--- src/rtl/dq_pkg.sv ---
// Shared types and constants for the bounded deque with positional access.
// Holds operation and status codes, the sequencer state type and the result record.
// Depends on nothing; every other file in rtl/ refers to it by scoped names.
package dq_pkg;

	localparam int DATA_W   = 32;
	localparam int OP_W     = 4;
	localparam int POS_W    = 5;
	localparam int COUNT_W  = 5;
	localparam int DEPTH_DEF = 16;

	typedef enum logic [OP_W-1:0] {
		OP_PUSH_FRONT = 4'd0,
		OP_PUSH_BACK  = 4'd1,
		OP_INSERT_AT  = 4'd2,
		OP_POP_FRONT  = 4'd3,
		OP_POP_BACK   = 4'd4,
		OP_REMOVE_AT  = 4'd5,
		OP_READ_FRONT = 4'd6,
		OP_READ_BACK  = 4'd7,
		OP_READ_AT    = 4'd8
	} op_t;

	typedef enum logic [1:0] {
		ST_OK    = 2'd0,
		ST_EMPTY = 2'd1,
		ST_FULL  = 2'd2,
		ST_RANGE = 2'd3
	} status_t;

	typedef enum logic [2:0] {
		S_IDLE,
		S_FETCH,
		S_SHIFT_UP,
		S_INS_WRITE,
		S_SHIFT_DOWN,
		S_FINISH
	} state_t;

	typedef struct packed {
		logic signed [DATA_W-1:0] data;
		status_t                  status;
		logic [COUNT_W-1:0]       count;
	} result_t;

endpackage

--- src/rtl/dq_mem.sv ---
// Entry store of the deque: one write port and one read port, read data registered.
// Uses dq_pkg for the data width and the default depth only.
module dq_mem #(
	parameter int DEPTH = dq_pkg::DEPTH_DEF
) (
	input  logic                          clk,
	input  logic                          we,
	input  logic [$clog2(DEPTH)-1:0]      waddr,
	input  logic [dq_pkg::DATA_W-1:0]     wdata,
	input  logic                          re,
	input  logic [$clog2(DEPTH)-1:0]      raddr,
	output logic [dq_pkg::DATA_W-1:0]     rdata
);

	logic [dq_pkg::DATA_W-1:0] mem [DEPTH];
	logic [dq_pkg::DATA_W-1:0] rdata_q;

	always_ff @(posedge clk) begin
		if (we) begin
			mem[waddr] <= wdata;
		end
	end

	always_ff @(posedge clk) begin
		if (re) begin
			rdata_q <= mem[raddr];
		end
	end

	assign rdata = rdata_q;

endmodule

--- src/rtl/dq_ctrl.sv ---
// Sequencer of the deque: head pointer, element count and the shift loops.
// Drives the entry store ports of dq_mem and hands a result record to the top level.
// Uses dq_pkg for codes, state and result types.
module dq_ctrl #(
	parameter int DEPTH = dq_pkg::DEPTH_DEF
) (
	input  logic                              clk,
	input  logic                              arst_n,
	input  logic                              in_valid,
	output logic                              in_ready,
	input  logic [dq_pkg::OP_W-1:0]           operation,
	input  logic signed [dq_pkg::DATA_W-1:0]  value,
	input  logic [dq_pkg::POS_W-1:0]          position,
	output logic                              res_valid,
	input  logic                              res_ready,
	output dq_pkg::result_t                   res,
	output logic                              mem_we,
	output logic [$clog2(DEPTH)-1:0]          mem_waddr,
	output logic [dq_pkg::DATA_W-1:0]         mem_wdata,
	output logic                              mem_re,
	output logic [$clog2(DEPTH)-1:0]          mem_raddr,
	input  logic [dq_pkg::DATA_W-1:0]         mem_rdata
);

	localparam int AW   = $clog2(DEPTH);
	localparam int AW1  = AW + 1;
	localparam int CW   = $clog2(DEPTH + 1);
	localparam int CW1  = CW + 1;
	localparam int CMPW = (CW > dq_pkg::POS_W) ? CW : dq_pkg::POS_W;
	localparam int CNTOUTW = dq_pkg::COUNT_W;

	dq_pkg::state_t state_q, state_d;
	dq_pkg::op_t    op_in, op_q;

	logic [AW-1:0] head_q, head_d;
	logic [CW-1:0] cnt_q, cnt_d;
	logic [CW-1:0] idx_q, idx_d;
	logic [CW-1:0] pos_q;
	logic [dq_pkg::DATA_W-1:0] val_q;
	logic signed [dq_pkg::DATA_W-1:0] rdata_q, rdata_d;
	dq_pkg::status_t status_q, status_d;

	logic          acc;
	logic          full, empty;
	logic          pos_le_cnt, pos_lt_cnt, pos_eq_cnt;
	logic [CW-1:0] pos_in;
	logic [AW-1:0] head_dec, head_inc;
	logic [CW-1:0] rd_log, wr_log;
	logic          wr_front;
	logic          more_down, more_up;

	// Logical index to entry address, relative to the front of the ring.
	function automatic logic [AW-1:0] phys(input logic [AW-1:0] head, input logic [CW-1:0] i);
		logic [AW1-1:0] s;
		s = AW1'(head) + AW1'(i);
		if (s >= AW1'(DEPTH)) begin
			s = s - AW1'(DEPTH);
		end
		return s[AW-1:0];
	endfunction

	assign op_in      = dq_pkg::op_t'(operation);
	assign acc        = in_valid && in_ready;
	assign in_ready   = (state_q == dq_pkg::S_IDLE);
	assign full       = (cnt_q == CW'(DEPTH));
	assign empty      = (cnt_q == '0);
	assign pos_le_cnt = (CMPW'(position) <= CMPW'(cnt_q));
	assign pos_lt_cnt = (CMPW'(position) <  CMPW'(cnt_q));
	assign pos_eq_cnt = (CMPW'(position) == CMPW'(cnt_q));
	assign pos_in     = CW'(position);
	assign head_dec   = (head_q == '0) ? AW'(DEPTH - 1) : head_q - AW'(1);
	assign head_inc   = (head_q == AW'(DEPTH - 1)) ? '0 : head_q + AW'(1);
	assign more_down  = (CW1'(idx_q) + CW1'(2)) < CW1'(cnt_q);
	assign more_up    = (CW1'(idx_q) != CW1'(pos_q) + CW1'(1));

	// Next state.
	always_comb begin
		state_d = state_q;
		case (state_q)
			dq_pkg::S_IDLE: begin
				if (in_valid) begin
					case (op_in)
						dq_pkg::OP_INSERT_AT: begin
							if (!pos_le_cnt || full || pos_eq_cnt) begin
								state_d = dq_pkg::S_FINISH;
							end else begin
								state_d = dq_pkg::S_SHIFT_UP;
							end
						end
						dq_pkg::OP_POP_FRONT, dq_pkg::OP_POP_BACK,
						dq_pkg::OP_READ_FRONT, dq_pkg::OP_READ_BACK: begin
							state_d = empty ? dq_pkg::S_FINISH : dq_pkg::S_FETCH;
						end
						dq_pkg::OP_REMOVE_AT, dq_pkg::OP_READ_AT: begin
							state_d = (empty || !pos_lt_cnt) ? dq_pkg::S_FINISH : dq_pkg::S_FETCH;
						end
						default: begin
							state_d = dq_pkg::S_FINISH;
						end
					endcase
				end
			end
			dq_pkg::S_FETCH: begin
				if (op_q == dq_pkg::OP_REMOVE_AT &&
				    (CW1'(idx_q) + CW1'(1)) < CW1'(cnt_q)) begin
					state_d = dq_pkg::S_SHIFT_DOWN;
				end else begin
					state_d = dq_pkg::S_FINISH;
				end
			end
			dq_pkg::S_SHIFT_UP: begin
				state_d = more_up ? dq_pkg::S_SHIFT_UP : dq_pkg::S_INS_WRITE;
			end
			dq_pkg::S_INS_WRITE: begin
				state_d = dq_pkg::S_FINISH;
			end
			dq_pkg::S_SHIFT_DOWN: begin
				state_d = more_down ? dq_pkg::S_SHIFT_DOWN : dq_pkg::S_FINISH;
			end
			dq_pkg::S_FINISH: begin
				if (res_ready) begin
					state_d = dq_pkg::S_IDLE;
				end
			end
			default: begin
				state_d = dq_pkg::S_IDLE;
			end
		endcase
	end

	// Memory accesses and register updates.
	always_comb begin
		mem_we    = 1'b0;
		mem_re    = 1'b0;
		mem_wdata = mem_rdata;
		rd_log    = '0;
		wr_log    = '0;
		wr_front  = 1'b0;
		head_d    = head_q;
		cnt_d     = cnt_q;
		idx_d     = idx_q;
		rdata_d   = rdata_q;
		status_d  = status_q;
		case (state_q)
			dq_pkg::S_IDLE: begin
				if (in_valid) begin
					rdata_d  = '0;
					status_d = dq_pkg::ST_OK;
					case (op_in)
						dq_pkg::OP_PUSH_FRONT: begin
							if (full) begin
								status_d = dq_pkg::ST_FULL;
							end else begin
								mem_we    = 1'b1;
								wr_front  = 1'b1;
								mem_wdata = value;
								head_d    = head_dec;
								cnt_d     = cnt_q + CW'(1);
							end
						end
						dq_pkg::OP_PUSH_BACK: begin
							if (full) begin
								status_d = dq_pkg::ST_FULL;
							end else begin
								mem_we    = 1'b1;
								wr_log    = cnt_q;
								mem_wdata = value;
								cnt_d     = cnt_q + CW'(1);
							end
						end
						dq_pkg::OP_INSERT_AT: begin
							if (!pos_le_cnt) begin
								status_d = dq_pkg::ST_RANGE;
							end else if (full) begin
								status_d = dq_pkg::ST_FULL;
							end else if (pos_eq_cnt) begin
								mem_we    = 1'b1;
								wr_log    = cnt_q;
								mem_wdata = value;
								cnt_d     = cnt_q + CW'(1);
							end else begin
								mem_re = 1'b1;
								rd_log = cnt_q - CW'(1);
								idx_d  = cnt_q;
							end
						end
						dq_pkg::OP_POP_FRONT, dq_pkg::OP_READ_FRONT: begin
							if (empty) begin
								status_d = dq_pkg::ST_EMPTY;
							end else begin
								mem_re = 1'b1;
								idx_d  = '0;
							end
						end
						dq_pkg::OP_POP_BACK, dq_pkg::OP_READ_BACK: begin
							if (empty) begin
								status_d = dq_pkg::ST_EMPTY;
							end else begin
								mem_re = 1'b1;
								rd_log = cnt_q - CW'(1);
								idx_d  = cnt_q - CW'(1);
							end
						end
						dq_pkg::OP_REMOVE_AT, dq_pkg::OP_READ_AT: begin
							if (empty) begin
								status_d = dq_pkg::ST_EMPTY;
							end else if (!pos_lt_cnt) begin
								status_d = dq_pkg::ST_RANGE;
							end else begin
								mem_re = 1'b1;
								rd_log = pos_in;
								idx_d  = pos_in;
							end
						end
						default: begin
						end
					endcase
				end
			end
			dq_pkg::S_FETCH: begin
				rdata_d = mem_rdata;
				case (op_q)
					dq_pkg::OP_POP_FRONT: begin
						head_d = head_inc;
						cnt_d  = cnt_q - CW'(1);
					end
					dq_pkg::OP_POP_BACK: begin
						cnt_d = cnt_q - CW'(1);
					end
					dq_pkg::OP_REMOVE_AT: begin
						if ((CW1'(idx_q) + CW1'(1)) < CW1'(cnt_q)) begin
							mem_re = 1'b1;
							rd_log = idx_q + CW'(1);
						end else begin
							cnt_d = cnt_q - CW'(1);
						end
					end
					default: begin
					end
				endcase
			end
			dq_pkg::S_SHIFT_UP: begin
				mem_we = 1'b1;
				wr_log = idx_q;
				if (more_up) begin
					mem_re = 1'b1;
					rd_log = idx_q - CW'(2);
					idx_d  = idx_q - CW'(1);
				end
			end
			dq_pkg::S_INS_WRITE: begin
				mem_we    = 1'b1;
				wr_log    = pos_q;
				mem_wdata = val_q;
				cnt_d     = cnt_q + CW'(1);
			end
			dq_pkg::S_SHIFT_DOWN: begin
				mem_we = 1'b1;
				wr_log = idx_q;
				idx_d  = idx_q + CW'(1);
				if (more_down) begin
					mem_re = 1'b1;
					rd_log = idx_q + CW'(2);
				end else begin
					cnt_d = cnt_q - CW'(1);
				end
			end
			default: begin
			end
		endcase
	end

	assign mem_raddr = phys(head_q, rd_log);
	assign mem_waddr = wr_front ? head_dec : phys(head_q, wr_log);

	always_ff @(posedge clk or negedge arst_n) begin
		if (!arst_n) begin
			state_q <= dq_pkg::S_IDLE;
			head_q  <= '0;
			cnt_q   <= '0;
		end else begin
			state_q <= state_d;
			head_q  <= head_d;
			cnt_q   <= cnt_d;
		end
	end

	always_ff @(posedge clk) begin
		idx_q    <= idx_d;
		rdata_q  <= rdata_d;
		status_q <= status_d;
		if (acc) begin
			op_q  <= op_in;
			val_q <= value;
			pos_q <= pos_in;
		end
	end

	assign res_valid   = (state_q == dq_pkg::S_FINISH);
	assign res.data    = rdata_q;
	assign res.status  = status_q;
	assign res.count   = CNTOUTW'(cnt_q);

	// The element count never goes past the capacity.
	a_cnt_bound: assert property (@(posedge clk) disable iff (!arst_n)
		CW1'(cnt_q) <= CW1'(DEPTH))
		else $error("element count above capacity");

	// The ring head always names a real entry.
	a_head_bound: assert property (@(posedge clk) disable iff (!arst_n)
		AW1'(head_q) < AW1'(DEPTH))
		else $error("head pointer out of range");

	// One transaction moves the count by at most one.
	a_cnt_step: assert property (@(posedge clk) disable iff (!arst_n)
		!$stable(cnt_q) |->
		(CW1'(cnt_q) == CW1'($past(cnt_q)) + CW1'(1) ||
		 CW1'(cnt_q) + CW1'(1) == CW1'($past(cnt_q))))
		else $error("element count jumped");

	// The memory is left alone once the result is ready.
	a_no_write_finish: assert property (@(posedge clk) disable iff (!arst_n)
		(state_q == dq_pkg::S_FINISH) |-> (!mem_we && !mem_re))
		else $error("memory access while holding a result");

endmodule

--- src/rtl/bounded_deque_with_positional_access.sv ---
// Top level of the bounded deque with positional access.
// Instantiates dq_ctrl (sequencer) and dq_mem (entry store) and holds the output register.
// Uses dq_pkg for widths, the default depth and the result record.
//
//   channel | direction | handshake           | payload
//   --------+-----------+---------------------+---------------------------------
//   in      | to block  | in_valid / in_ready | operation[3:0] value[31:0] position[4:0]
//   out     | from block| out_valid/out_ready | data[31:0] status[1:0] count[4:0]
//
// Sequence: an operation with no memory read (push at either end, insert at the back,
// any rejected operation) goes from acceptance straight to the finish state; pops and
// reads pass a fetch state first. Insert at a position p below the count shifts the
// entries from p upward one entry per cycle through the memory ports, then writes the
// value; remove at p fetches the entry, then shifts the entries above p downward one
// entry per cycle. The result waits in the finish state while the output register stalls.
// Reset: arst_n clears the count, the head pointer and all handshake state; the
// entry store is not cleared, since only entries below the count are ever read.
// Stalls: a new transaction is accepted while a finished result still waits in the
// output register; the block holds its next result internally until that one leaves.
module bounded_deque_with_positional_access #(
	parameter int DEPTH = dq_pkg::DEPTH_DEF
) (
	input  logic                              clk,
	input  logic                              arst_n,
	input  logic                              in_valid,
	output logic                              in_ready,
	input  logic [dq_pkg::OP_W-1:0]           operation,
	input  logic signed [dq_pkg::DATA_W-1:0]  value,
	input  logic [dq_pkg::POS_W-1:0]          position,
	output logic                              out_valid,
	input  logic                              out_ready,
	output logic signed [dq_pkg::DATA_W-1:0]  data,
	output logic [1:0]                        status,
	output logic [dq_pkg::COUNT_W-1:0]        count
);

	localparam int AW = $clog2(DEPTH);

	// Result handoff between the sequencer and the output register.
	dq_pkg::result_t res;
	dq_pkg::result_t out_q;
	logic            res_valid;
	logic            res_ready;
	logic            out_valid_q;

	// Entry store ports.
	logic                      mem_we;
	logic [AW-1:0]             mem_waddr;
	logic [dq_pkg::DATA_W-1:0] mem_wdata;
	logic                      mem_re;
	logic [AW-1:0]             mem_raddr;
	logic [dq_pkg::DATA_W-1:0] mem_rdata;

	dq_ctrl #(
		.DEPTH(DEPTH)
	) u_ctrl (
		.clk       (clk),
		.arst_n    (arst_n),
		.in_valid  (in_valid),
		.in_ready  (in_ready),
		.operation (operation),
		.value     (value),
		.position  (position),
		.res_valid (res_valid),
		.res_ready (res_ready),
		.res       (res),
		.mem_we    (mem_we),
		.mem_waddr (mem_waddr),
		.mem_wdata (mem_wdata),
		.mem_re    (mem_re),
		.mem_raddr (mem_raddr),
		.mem_rdata (mem_rdata)
	);

	dq_mem #(
		.DEPTH(DEPTH)
	) u_mem (
		.clk   (clk),
		.we    (mem_we),
		.waddr (mem_waddr),
		.wdata (mem_wdata),
		.re    (mem_re),
		.raddr (mem_raddr),
		.rdata (mem_rdata)
	);

	// The output register takes a new result when it is empty or being drained.
	assign res_ready = !out_valid_q || out_ready;

	always_ff @(posedge clk or negedge arst_n) begin
		if (!arst_n) begin
			out_valid_q <= 1'b0;
		end else if (res_valid && res_ready) begin
			out_valid_q <= 1'b1;
		end else if (out_ready) begin
			out_valid_q <= 1'b0;
		end
	end

	// Payload only; it is meaningful while out_valid_q is set.
	always_ff @(posedge clk) begin
		if (res_valid && res_ready) begin
			out_q <= res;
		end
	end

	assign out_valid = out_valid_q;
	assign data      = out_q.data;
	assign status    = out_q.status;
	assign count     = out_q.count;

	// A result waiting in the sequencer is never dropped: it leaves only into a free register.
	a_res_hold: assert property (@(posedge clk) disable iff (!arst_n)
		(res_valid && !res_ready) |=> res_valid)
		else $error("result left the sequencer without a free output register");

	// The sequencer takes no transaction while it still holds a result.
	a_no_accept_busy: assert property (@(posedge clk) disable iff (!arst_n)
		res_valid |-> !in_ready)
		else $error("transaction accepted while a result is pending");

	// A loaded output register is visible in the next cycle.
	a_out_load: assert property (@(posedge clk) disable iff (!arst_n)
		(res_valid && res_ready) |=> out_valid)
		else $error("loaded result not presented");

endmodule
--- config.mk ---
export PLATFORM = sky130hd
export DESIGN_NAME = bounded_deque_with_positional_access
export DESIGN_NICKNAME = d
export VERILOG_FILES = /design/src/rtl/dq_pkg.sv /design/src/rtl/dq_mem.sv /design/src/rtl/dq_ctrl.sv /design/src/rtl/bounded_deque_with_positional_access.sv
export SDC_FILE = /design/constraint.sdc
export NUM_CORES = 1
export LEC_CHECK = 0
export BUFFER_PORTS_ARGS = -buffer_cell sky130_fd_sc_hd__buf_2
export CAP_MARGIN = 5
export CORE_ASPECT_RATIO = 0.9
export CORE_MARGIN = 5
export CORE_UTILIZATION = 55
export CTS_CLUSTER_DIAMETER = 120
export DETAILED_ROUTE_END_ITERATION = 6
export GPL_ROUTABILITY_DRIVEN = 0
export PLACE_DENSITY = 0.72
export REMOVE_ABC_BUFFERS = 1
export SYNTH_ARGS = -nofsm -noshare
export SYNTH_HDL_FRONTEND = slang
export SYNTH_SLANG_ARGS = --single-unit
--- constraint.sdc ---
create_clock -name clk -period 5.7 [get_ports clk]
set_input_delay 0.285 -clock clk [delete_from_list [all_inputs] [get_ports clk]]
set_output_delay 0.285 -clock clk [all_outputs]
set_load 0.05 [all_outputs]
==> flow_summary.ini, run 1 <==
[job]
cap_violations = 0

[logic_synthesis]
synth_flop_cell = edfxtp_1
ys_types = 65
synth_warnings = 0
synthTopCellsByArea = edfxtp_1 (73%), mux4_2 (11%), nand2_1 (1.4%)
ys_ff_latch = 676
ys_seq_area_frac = 0.741
synth_top_area_share = 0.729
synth_area_leader_cell = edfxtp_1
post_synth_instance_area_sq_um = 27300
syn_area_per_cell_sq_um = 18.7
netlist_instances = 1463
synth-edff-count = 663
async_flop_share = 0.0192

[final_layout]
antennaDiodeCount = 0
nNetsFinal = 1702
area_growth_pct = 14.9
final_cell_mix = edfxtp_1 (663), mux4_2 (128), nand2_1 (104), buf_2 (85), clkbuf_16 (68)
drive_gt1_frac = 0.234
layout_commonest_cell = edfxtp_1

[die]
start_util = 0.556
io_pins = 86
core_sq_um = 49100
placementRows = 77
die_area_sq_um = 54200
die_y_microns = 221
dieWidth_microns = 245

[timing]
timing.hold.ws_ps = 44.8
max_clock_freq_mhz = 191
finalHoldViolations = 0
period_share = 0.919
worst_slew_pin_slew_ps = 1120
fin_setup_tns_ps = 0
drv_slew = 0
finalSetupViolCount = 0
min_period_ps = 5240
grt_setup_unrepaired = no
fin_ws_ps = 463
relSlewSlack = 0.243
skew_ps = 19.1

[global_route]
grt_pass1_wl_microns = 95500
grt_max_degree = 85
grt_pass1_vias = 15000
overflow = 0
grtUsageTotal = 0.235
antenna_found_initial = 1

[routing]
drc = 0
vias_per_cell = 6.41
avgRoutedWirePerCell_microns = 27.5
dr.pass1.iters = 5
drt_iter0_markers = 1702
via_count = 14700
wirelength_microns = 63200
ant_nets = 0

[worst_setup_path]
regToRegSetupSlack_ps = 460
critPathArrivalTime_ps = 5680
startpoint_type = flip-flop
criticalPathCategory = flip-flop to flip-flop
critPathRequiredTime_ps = 6140
worst_setup_path_end_kind = flip-flop
cp_max_fo = 26

[hold_path]
hold_path_class = input pin to flip-flop

[clocking]
cts-buffers-inserted = 66
cts-root-buf = clkbuf_16
cts_resized = 0
cts_buffer_depth = 3
cts_tree = yes
clk_latency_ps = 600
clock-sinks = 676
cts_setup_buffers = 0
h-tree-depth = 3
cts.clk_slew.worst_paths_ps = 70

[place]
dp_worst_setup_slack_ps = 604
port_buffers = 85
dp_hpwl_microns = 34800

[status]
status = completed
[logic make-up (layout without fill, tap and decap cells)]
kind of cell    after synthesis  count (layout)  share of synthesized area
xor+xnor                     30              30                    0.00962
mux                         163             163                      0.118
compound gates              207             207                     0.0527
flops                       676             676                      0.741
simple gates                250             250                     0.0456
buf+inv                     104             311                     0.0169
fa+ha+maj                    33              33                     0.0157
[critical path: stages (launching register included)]
cell      delay (ps)
edfxtp_1         590
ha_1             310
nand2_1           90
xor2_1           280
inv_1            100
ha_1             210
a211o_1          260
a31oi_1          200
o211ai_1         260
o221ai_1         390
ha_1             310
a21o_1           150
a21oi_1          170
xnor2_1          140
o21bai_1         190
or4_4            470
nand2_4          350
buf_4            320
a32oi_1          140
o21ai_1          130
[metrics by stage]
stage           util  cells  instance area [sq um]
3_3_place_gp   0.589   2148                  29000
6_report       0.639   2302                  31400
3_5_place_dp   0.589   2148                  29000
5_1_grt        0.639   2302                  31400
4_1_cts        0.639   2302                  31400
2_1_floorplan      -   1382                  26900
[per-layer routing]
metal / up-vias / GRT usage / wire length, microns
met2: 752 / 0.378 / 30600
li1: 6289 / - / -
met4: 0 / 0.0559 / 1310
met1: 7602 / 0.340 / 26000
met5: - / 0 / 0
met3: 106 / 0.0457 / 5350
[final timing paths]
check                                   startpoint           endpoint  cells past startpoint
min in group asynchronous                   arst_n          out_valid                      2
worst min-delay path                  operation[1]     u_ctrl.op_q[1]                      1
worst max register to register     u_ctrl.idx_q[2]    u_mem.rdata[26]                     19
worst min register to register  u_ctrl.rdata_q[24]           data[24]                      0
max in group asynchronous                   arst_n  u_ctrl.state_q[0]                      2
worst max-delay path               u_ctrl.idx_q[2]    u_mem.rdata[26]                     19
[final cells by class]
class / count / area [sq um]
Sequential cell: 676 / 20200
Fill cell: 3280 / 17800
Multi-Input combinational cell: 683 / 6790
Clock buffer: 85 / 1780
Timing Repair Buffer: 174 / 1460
Tap cell: 632 / 791
Clock inverter: 29 / 246
Inverter: 23 / 86.3
[synth_stat cells, drive strengths merged (3+ instances only)]
cell / number
edfxtp: 663
mux4: 128
nand2: 106
o21ai: 58
clkbuf: 56
and3: 37
nor2: 37
a22oi: 36
mux2i: 33
a32oi: 32
ha: 31
a21oi: 30
buf: 25
inv: 23
xnor2: 23
nand3: 16
dfrtp: 13
nand2b: 10
nor2b: 8
xor2: 7
a31oi: 6
nor3: 6
o22ai: 6
nand4: 5
o31ai: 5
or4b: 5
a211oi: 4
a21o: 4
a222oi: 4
and2: 4
o21bai: 4
and4: 3
nand3b: 3
nor3b: 3
o221ai: 3
[state kept, by name, indices dropped and copies added (netlist names), 2 cells and up]
register / flops
count: 5
data: 32
status: 2
u_ctrl.cnt_q: 5
u_ctrl.head_q: 4
u_ctrl.idx_q: 5
u_ctrl.op_q: 4
u_ctrl.pos_q: 5
u_ctrl.rdata_q: 32
u_ctrl.state_q: 3
u_ctrl.status_q: 2
u_ctrl.val_q: 32
u_mem.mem: 512
u_mem.rdata: 32
[what timing repair did]
item	CTS	global route
hold buffers	40	0
setup endpoints to repair	0	0
endpoints found under the hold margin	52	0
Power of run 1 is left out: the tool's default activity adds up to more than one toggle a clock period on the data nets, which glitch-free logic cannot reach.
==> run 2, diff against run 1 <==
==> constraint.sdc (replaced) <==
create_clock -name clk -period 6.11 [get_ports clk]
set_input_delay 0.3055 -clock clk [delete_from_list [all_inputs] [get_ports clk]]
set_output_delay 0.3055 -clock clk [all_outputs]
set_load 0.05 [all_outputs]
==> flow_summary.ini, run 2 (synthesized netlist as in run 1, its figures left out) <==
[clocking]
clock-sinks = 676
cts_setup_buffers = 0
postCtsHoldBufs = 40
cts_buffer_depth = 3
cts-buffers-inserted = 66
cts.clk_slew.worst_paths_ps = 60
clk_latency_ps = 600
h-tree-depth = 3
cts_resized = 0
cts-root-buf = clkbuf_16
cts_tree = yes

[die]
start_util = 0.556
die_y_microns = 221
io_pins = 86
dieWidth_microns = 245
placementRows = 77
core_sq_um = 49100
die_area_sq_um = 54200

[worst_setup_path]
critPathArrivalTime_ps = 5810
critPathRequiredTime_ps = 6420
worst_setup_path_end_kind = flip-flop
criticalPathCategory = flip-flop to flip-flop
crit_start = u_ctrl.cnt_q[2]
r2r-start = u_ctrl.cnt_q[2]
startpoint_type = flip-flop
rr_endpoint = u_mem.mem[8][19]
regToRegSetupSlack_ps = 610
cp_max_fo = 24
ff2ff_path_depth = 17

[final_layout]
area_growth_pct = 14.7
largest_reg_flops = 512
largest_register = u_mem.mem
nNetsFinal = 1692
final_util = 0.637
design_area_sq_um = 31300
layout_commonest_cell = edfxtp_1
drive_gt1_frac = 0.233
final_cell_mix = edfxtp_1 (663), mux4_2 (128), nand2_1 (104), buf_2 (85), clkbuf_16 (67)

[hold_path]
hp-start = operation[1]
hold_path_class = input pin to flip-flop
holdPathEnd = u_ctrl.op_q[1]
min_path_cells = 1

[routing]
via_count = 14600
drc = 0
wl_met1_microns = 25800
wirelength_microns = 61400
ant_nets = 0
met3WireLength_microns = 4250
avgRoutedWirePerCell_microns = 26.7
drt_iter0_markers = 1455
wl_met2_microns = 30200
dr.pass1.iters = 5
highest_layer = met4
vias_per_cell = 6.34

[global_route]
antenna_found_initial = 0
overflow = 0
grt_pass1_wl_microns = 92300
grt_max_degree = 48
grt_pass1_vias = 14800
grtUsageTotal = 0.225

[timing]
period_share = 0.901
worst_slew_pin_slew_ps = 1180
min_period_ps = 5500
relSlewSlack = 0.203
grt_setup_unrepaired = no
finalSetupViolCount = 0
finalHoldViolations = 0
skew_ps = 18.0
fin_setup_tns_ps = 0
fin_ws_ps = 607
max_clock_freq_mhz = 182
drv_slew = 0

[place]
dp_worst_setup_slack_ps = 770
dp_hpwl_microns = 36500
port_buffers = 85
placed_cell_area_sq_um = 28800

[job]
cap_violations = 0

[status]
status = completed
## run 2: cell types whose count changed in the layout (fill, tap and decap cells not counted), sizes merged
cell and delta:
buf -10, bufinv +2, clkbuf -4, clkinv +1, clkinvlp +2, diode +1, inv +5
## run 2: worst max path at each step
stage / to / slack (ps)
after CTS: u_mem.mem[8][5] / 750
final: u_mem.mem[8][19] / 610
after global placement: u_mem.mem[8][11] / 920
after detailed placement: u_mem.mem[8][1] / 770
after floorplan: u_mem.rdata[0] / -2060
after global routing: u_mem.mem[8][5] / 410
## run 2: per-layer routing
metal	GRT usage	up-vias
met2	0.367	603
met3	0.0399	85
met4	0.0503	0
met1	0.324	7604
met5	0	-
li1	-	6278
## run 2: cell type report
class,instances,area [sq um]
inverters,23,86.3
fillers,3310,17800
clock buffers,81,1750
diodes,1,2.50
multi-input cells,683,6790
flip-flops and latches,676,20200
clock inverters,39,328
well taps,632,791
repair buffers,164,1330
## run 2: worst max-delay path, stage by stage (launching register included)
cell and delay (ps):
dfrtp_1 630, inv_1 190, ha_1 350, nand4_1 180, o31ai_1 270, nor4b_1 630, nor2b_1 250, a222oi_1 120
inv_1 180, ha_1 250, a21o_1 150, a21oi_1 160, xnor2_1 160, xnor2_1 170, mux2_2 200, nand2_1 230
nor2_4 790, buf_4 280
## run 2: stage by stage
step	hold slack [ps]	instances
floorplan	9.91	1382
global placement	248	2138
detailed placement	251	2138
CTS	44.6	2298
global route	62.1	2298
finish	84.2	2299
Power of run 2 is left out for the same reason.
